<file path="config.mk">
export PLATFORM = sky130hd
export DESIGN_NAME = nmae_sdiv
export DESIGN_NICKNAME = d
export VERILOG_FILES = /design/src/normal_map_angular_error_core_macros.svh /design/src/nmae_sdiv.sv
export SDC_FILE = /design/constraint.sdc
export NUM_CORES = 1
export LEC_CHECK = 0
export ABC_AREA = 0
export BUFFER_PORTS_ARGS = -buffer_cell sky130_fd_sc_hd__buf_2
export CORE_ASPECT_RATIO = 1.25
export CORE_MARGIN = 1.5
export CORE_UTILIZATION = 30
export CTS_BUF_LIST = sky130_fd_sc_hd__clkbuf_2 sky130_fd_sc_hd__clkbuf_4 sky130_fd_sc_hd__clkbuf_8
export DETAILED_ROUTE_END_ITERATION = 10
export PLACE_DENSITY = 0.59
export SLEW_MARGIN = 20
export SYNTH_ARGS = -nofsm -noshare
export SYNTH_HDL_FRONTEND = slang
export SYNTH_SLANG_ARGS = --single-unit
</file>
<file path="constraint.sdc">
create_clock -name clk -period 8.6 [get_ports clk]
set_clock_uncertainty 0.2 [all_clocks]
set_input_delay 2.15 -clock clk [delete_from_list [all_inputs] [get_ports clk]]
set_output_delay 2.15 -clock clk [all_outputs]
set_load 0.02 [all_outputs]
</file>
<file path="src/normal_map_angular_error_core_macros.svh">
// Assertion macros shared by the normal-map angular error core.
`ifndef NORMAL_MAP_ANGULAR_ERROR_CORE_MACROS_SVH
`define NORMAL_MAP_ANGULAR_ERROR_CORE_MACROS_SVH

// Same-cycle implication, clocked on clk, off while arst_n is low.
`define NMAE_ASSERT_SAME(lbl, ante, cons, msg) \
	lbl: assert property (@(posedge clk) disable iff (!arst_n) (ante) |-> (cons)) \
		else $error(msg);

// Next-cycle implication, clocked on clk, off while arst_n is low.
`define NMAE_ASSERT_NEXT(lbl, ante, cons, msg) \
	lbl: assert property (@(posedge clk) disable iff (!arst_n) (ante) |=> (cons)) \
		else $error(msg);

`endif

</file>
<file path="src/nmae_sdiv.sv">
// Restoring divider, one quotient bit per cycle.
`timescale 1ns / 1ps
`default_nettype none
module nmae_sdiv #(
	parameter int NUM_W = 48,
	parameter int DEN_W = 40,
	parameter int QUO_W = 16
) (
	input  wire logic             clk,
	input  wire logic             arst_n,
	input  wire logic             start,
	input  wire logic [NUM_W-1:0] num,
	input  wire logic [DEN_W-1:0] den,
	output logic                  done,
	output logic      [QUO_W-1:0] quot
);
	localparam int SH_W  = DEN_W + QUO_W - 1;
	localparam int CMP_W = (NUM_W > SH_W) ? NUM_W : SH_W;
	localparam int CNT_W = (QUO_W > 1) ? $clog2(QUO_W) : 1;

	logic [NUM_W-1:0] rem_q;
	logic [SH_W-1:0]  dsh_q;
	logic [QUO_W-1:0] quot_q;
	logic [CNT_W-1:0] cnt_q;
	logic             busy_q, done_q;
	logic             ge;

	// quotient assumed to fit QUO_W bits
	assign ge = CMP_W'(rem_q) >= CMP_W'(dsh_q);

	always_ff @(posedge clk or negedge arst_n) begin
		if (!arst_n) begin
			rem_q  <= '0;
			dsh_q  <= '0;
			quot_q <= '0;
			cnt_q  <= '0;
			busy_q <= 1'b0;
			done_q <= 1'b0;
		end else begin
			done_q <= !start && busy_q && (cnt_q == CNT_W'(QUO_W - 1));
			if (start) begin
				rem_q  <= num;
				dsh_q  <= SH_W'(den) << (QUO_W - 1);
				quot_q <= '0;
				cnt_q  <= '0;
				busy_q <= 1'b1;
			end else if (busy_q) begin
				if (ge) begin
					rem_q <= rem_q - NUM_W'(dsh_q);
				end
				quot_q <= {quot_q[QUO_W-2:0], ge};
				dsh_q  <= dsh_q >> 1;
				cnt_q  <= cnt_q + CNT_W'(1);
				if (cnt_q == CNT_W'(QUO_W - 1)) begin
					busy_q <= 1'b0;
				end
			end
		end
	end

	assign done = done_q;
	assign quot = quot_q;
endmodule
`default_nettype wire

</file>
* Yosys cells after proc, flatten, opt, wreduce, memory -nomap -nowiden *
Cells that the tools add are included.

word-level totals
  word-level logic and storage cells = 28
  flip-flop bits (word level) = 125
  bits of input ports = 91
  output and inout port bits = 17

operators by class
  add/subtract/negate cells = 2
  eq/ne operators = 1
  mux-type cells = 12
  order comparisons = 1
  reductions and logical operators = 6

operators by type and width
  operator                                                       count
  48-bit two-way mux                                             3
  55-bit two-way mux                                             2
  48-bit by 55-bit >= comparator with 1-bit output               1
  48-bit subtractor                                              1
  16-bit two-way mux                                             2
  4-bit two-way mux                                              2
  4-bit by 1-bit adder with 4-bit output, second input constant  1
  4-bit == test, second input constant                           1
  2-bit nonzero test                                             2
  1-bit two-way mux                                              3
  1-bit logical AND                                              2
  2-bit AND reduction                                            1
  1-bit zero test                                                1

* Depth between registers and ports, before layout *
  word-level depth = 4
  mapped depth = 15
  depth with buffers taken out = 13

* Least setup slack after synthesis *
Ideal clock, no wire load.

  kind = input -> register
  start = input port start
  end = register cnt_q[0]
  data required time = 8268 ps
  path buffers = 4
  stages = 5
  data arrival time = 3269 ps
  library setup time = 132 ps
  slack = 4999 ps
  path through = clkbuf_1 clkbuf_1 clkbuf_1 clkbuf_1 nor2_1

on the way
  cells in the longest elaborated chain, start to end = 1
  elaborated cells on any way between the ends = 2
  those cells by class = 1 x mux; 1 x reduce/logical

ends and longest elaborated chain
  what                                                     RTL line         RTL
  from (decl)                                              nmae_sdiv.sv:11  input wire logic start,
  4-bit two-way mux or 2-bit nonzero test (tied branches)  -
  to (signal assigned)                                     nmae_sdiv.sv:53  cnt_q <= cnt_q + CNT_W'(1);
  to (decl)                                                nmae_sdiv.sv:24  logic [CNT_W-1:0] cnt_q;

Several ways; a longest one is shown, not always the timed one.
A chain may end at the register's enable or synchronous reset.

* Final worst setup path *
  start = register dsh_q[14]
  end = register rem_q[7]

on the way
  cells in the longest elaborated chain, start to end = 3

ends and longest elaborated chain
  what                                              RTL line         RTL
  from (decl)                                       nmae_sdiv.sv:22  logic [SH_W-1:0] dsh_q;
  from (signal assigned)                            nmae_sdiv.sv:43  dsh_q <= SH_W'(den) << (QUO_W - 1);
  from (signal assigned)                            nmae_sdiv.sv:52  dsh_q <= dsh_q >> 1;
  48-bit by 55-bit >= comparator with 1-bit output  nmae_sdiv.sv:29  assign ge = CMP_W'(rem_q) >= CMP_W'(dsh_q);
  2-bit nonzero test (no line)                      -
  2-bit AND reduction (no line)                     -
  to (signal assigned)                              nmae_sdiv.sv:42  rem_q <= num;
  to (signal assigned)                              nmae_sdiv.sv:49  rem_q <= rem_q - NUM_W'(dsh_q);
  to (decl)                                         nmae_sdiv.sv:21  logic [NUM_W-1:0] rem_q;

No other way between the ends.

==> results.json <==
{
  "status": "completed",
  "die-area_mm2": 0.0301,
  "tightest_slew_ns": 0.995,
  "path_max_fanout": 49,
  "die_x_um": 155,
  "num_rows": 69,
  "slew_headroom_pct": 33.6,
  "clk_pin_slew_ns": 0.08,
  "finalSetupViolations": 0,
  "crit_arrival_ns": 4.31,
  "firstDrtPassIters": 5,
  "wl_per_cell_um": 15.5,
  "portBuffers": 107,
  "grt_use_total_pct": 14.7,
  "drt_iter0_markers": 415,
  "synthTopCellsByArea": "dfrtp_1 36%, mux2i_1 8.3%, ha_1 7.0%",
  "routed_wirelength_um": 21700,
  "grt_setup_unrepaired": "false",
  "final_util_pct": 34.4,
  "antenna_found_initial": 1,
  "hold_depth": 2,
  "gp_congestion": 0.825,
  "cts_buffers": 17,
  "hold_buffers": 0,
  "final-hold-violation-count": 0,
  "gr-total-overflow": 0,
  "syn_inst": 975,
  "start_util_pct": 30.6,
  "r2r_cells": 13,
  "diodes": 0,
  "fmax_ghz": 0.240,
  "end_kind": "flop",
  "post-route-min-period_ns": 4.16,
  "coreArea_mm2": 0.0285,
  "grt_pass1_vias": 7177,
  "cts_resized": 0,
  "synth_top_area_share_pct": 35.9,
  "clockBufferDepth": 2,
  "p_leak_nw": 4.88,
  "ys_warn_count": 0,
  "dpl.hpwl_um": 15500,
  "seq_area_frac_synth_pct": 35.9,
  "synth.ff_latch_count": 125,
  "p_per_area_mw_per_mm2": 175,
  "critPathKind": "flop to flop",
  "slew_viol_final": 0,
  "crit_required_ns": 8.75,
  "final_cell_area_mm2": 0.00981,
  "syn-mean-instance-area_um2": 8.93,
  "die_h_um": 193,
  "clock-sinks": 125,
  "hold_path_class": "flop to flop",
  "htree_num_levels": 4,
  "cts_tree": "built",
  "ir_drop_mv": 0.0747,
  "grt_max_degree": 98,
  "drc": 0,
  "area_delta_synth_final_pct": 12.7,
  "dpl_cell_area_mm2": 0.00942,
  "final.period_utilization_pct": 48.4,
  "synth_flop_cell": "dfrtp_1",
  "netlist_area_mm2": 0.00870,
  "synth-edff-count": 0,
  "clk_latency_ns": 0.47,
  "maxCapViolCount": 0,
  "syn_nets": 1116,
  "final_antenna_net_count": 0,
  "vias": 7213,
  "clock_tree.root_cell": "clkbuf_8",
  "pin_count": 108,
  "nNetsFinal": 1179,
  "crit_path_start_kind": "flop",
  "setup_tns_ns": 0,
  "yosys.area.top_type": "dfrtp_1",
  "grt_pass1_wl_um": 35900,
  "routed_via_density": 5.13,
  "ys_async_sr_fraction_pct": 100,
  "postCtsSetupRepairBufs": 0,
  "synth.distinct_cells": 72,
  "drive_gt1_share_pct": 15.5
}
-- layer usage --
| metal | global-route usage [%] | vias to the layer above | routed length (um) |
|---|---|---|---|
| met5 | 0 | - | 11 |
| met4 | 4.27 | 2 | 276 |
| met3 | 3.65 | 18 | 898 |
| met2 | 24.2 | 123 | 10400 |
| met1 | 18.9 | 3455 | 10100 |
| li1 | - | 3615 | - |
-- layout by cell type (no fill, tap or decap), types with 5 or more instances in the layout --
cell type,netlist,final
xor2_1,20,20
inv_1,59,59
a21oi_1,53,53
and2_1,5,5
a221o_1,30,30
nand2b_1,10,10
and3_1,5,5
ha_1,49,49
clkbuf_8,0,19
inv_6,0,5
buf_4,3,6
nor3_1,33,33
nand3_1,10,10
xnor2_1,22,22
dfrtp_1,125,124
a31oi_1,6,6
a22oi_1,5,5
nand3b_1,16,16
nor2_1,63,63
o311ai_1,14,14
nand4_1,14,14
o21bai_1,6,6
buf_2,8,105
a21o_1,29,29
mux2i_1,72,72
o21ai_0,63,63
nand2_1,93,93
nor2b_1,35,35
-- final timing paths --
check | slack, ns | from | to
setup / recovery | 4.44 | dsh_q[14] | rem_q[7]
hold / removal | 0.33 | dsh_q[0] | dsh_q[0]
setup reg to reg | 4.44 | dsh_q[14] | rem_q[7]
hold reg to reg | 0.33 | dsh_q[0] | dsh_q[0]
max in group asynchronous | 5.14 | arst_n | busy_q
min in group asynchronous | 1.52 | arst_n | rem_q[41]
-- synth_stat cells (20+ instances only) --
library cell and instances:
nor2b_1 35, a21oi_1 53, xor2_1 20, a221o_1 30, inv_1 59, clkbuf_1 43, ha_1 49, dfrtp_1 125
a21o_1 29, nor3_1 33, o21ai_0 63, mux2i_1 72, xnor2_1 22, nand2_1 93, nor2_1 63
-- area by class of cell --
cell class / instances / area (um^2)
repair buffers: 112 / 582
fillers: 3019 / 18700
flip-flops and latches: 125 / 3130
inverters: 59 / 221
clock buffers: 19 / 262
well taps: 355 / 444
clock inverters: 13 / 130
multi-input cells: 723 / 5040
-- critical path, stage by stage (launching register included) --
cell	delay, ns
dfrtp_1	0.37
inv_1	0.07
ha_1	0.38
a21o_1	0.23
o21bai_1	0.17
a22oi_1	0.18
o21a_2	0.21
a2bb2oi_2	0.13
o21ai_1	0.10
o311ai_1	0.42
a31o_4	0.55
buf_4	0.55
nor4_1	0.13
a221o_1	0.29
-- state kept, by name (all words and copies together), names as in the netlist --
name    count
busy_q      1
cnt_q       4
done        1
dsh_q      55
quot       16
rem_q      48
-- metrics by stage --
stage / power, mW / std cells / worst slack, ns / hold slack (ns)
detailed placement: 1.20 / 1374 / 4.37 / 0.309
CTS: 1.73 / 1406 / 4.41 / 0.332
global placement: 1.19 / 1374 / 4.41 / 0.305
floorplan: 1.07 / 975 / 5.00 / 0.290
global route: 1.82 / 1406 / 4.16 / 0.345
finish: 1.72 / 1406 / 4.44 / 0.331
-- power by group --
| part | internal, mW | total (mW) | switching, mW | leakage (nW) |
|---|---|---|---|---|
| Clock | 0.250 | 0.528 | 0.278 | 0.192 |
| Combinational | 0.225 | 0.528 | 0.303 | 3.11 |
| Sequential | 0.629 | 0.659 | 0.0298 | 1.58 |
-- cell families (layout without fill, tap and decap cells) --
family	Yosys count	in the layout	synth area share, %
AO/OA/AOI/OAI	256	256	20.7
XOR/XNOR	42	42	4.23
adder cells (fa/ha/maj)	50	50	7.27
buffers and inverters	127	203	6.25
flip-flops	125	125	35.9
multiplexers	72	72	8.28
AND/OR/NAND/NOR	303	303	17.3
No activity file was read; power rests on OpenSTA's default activity.
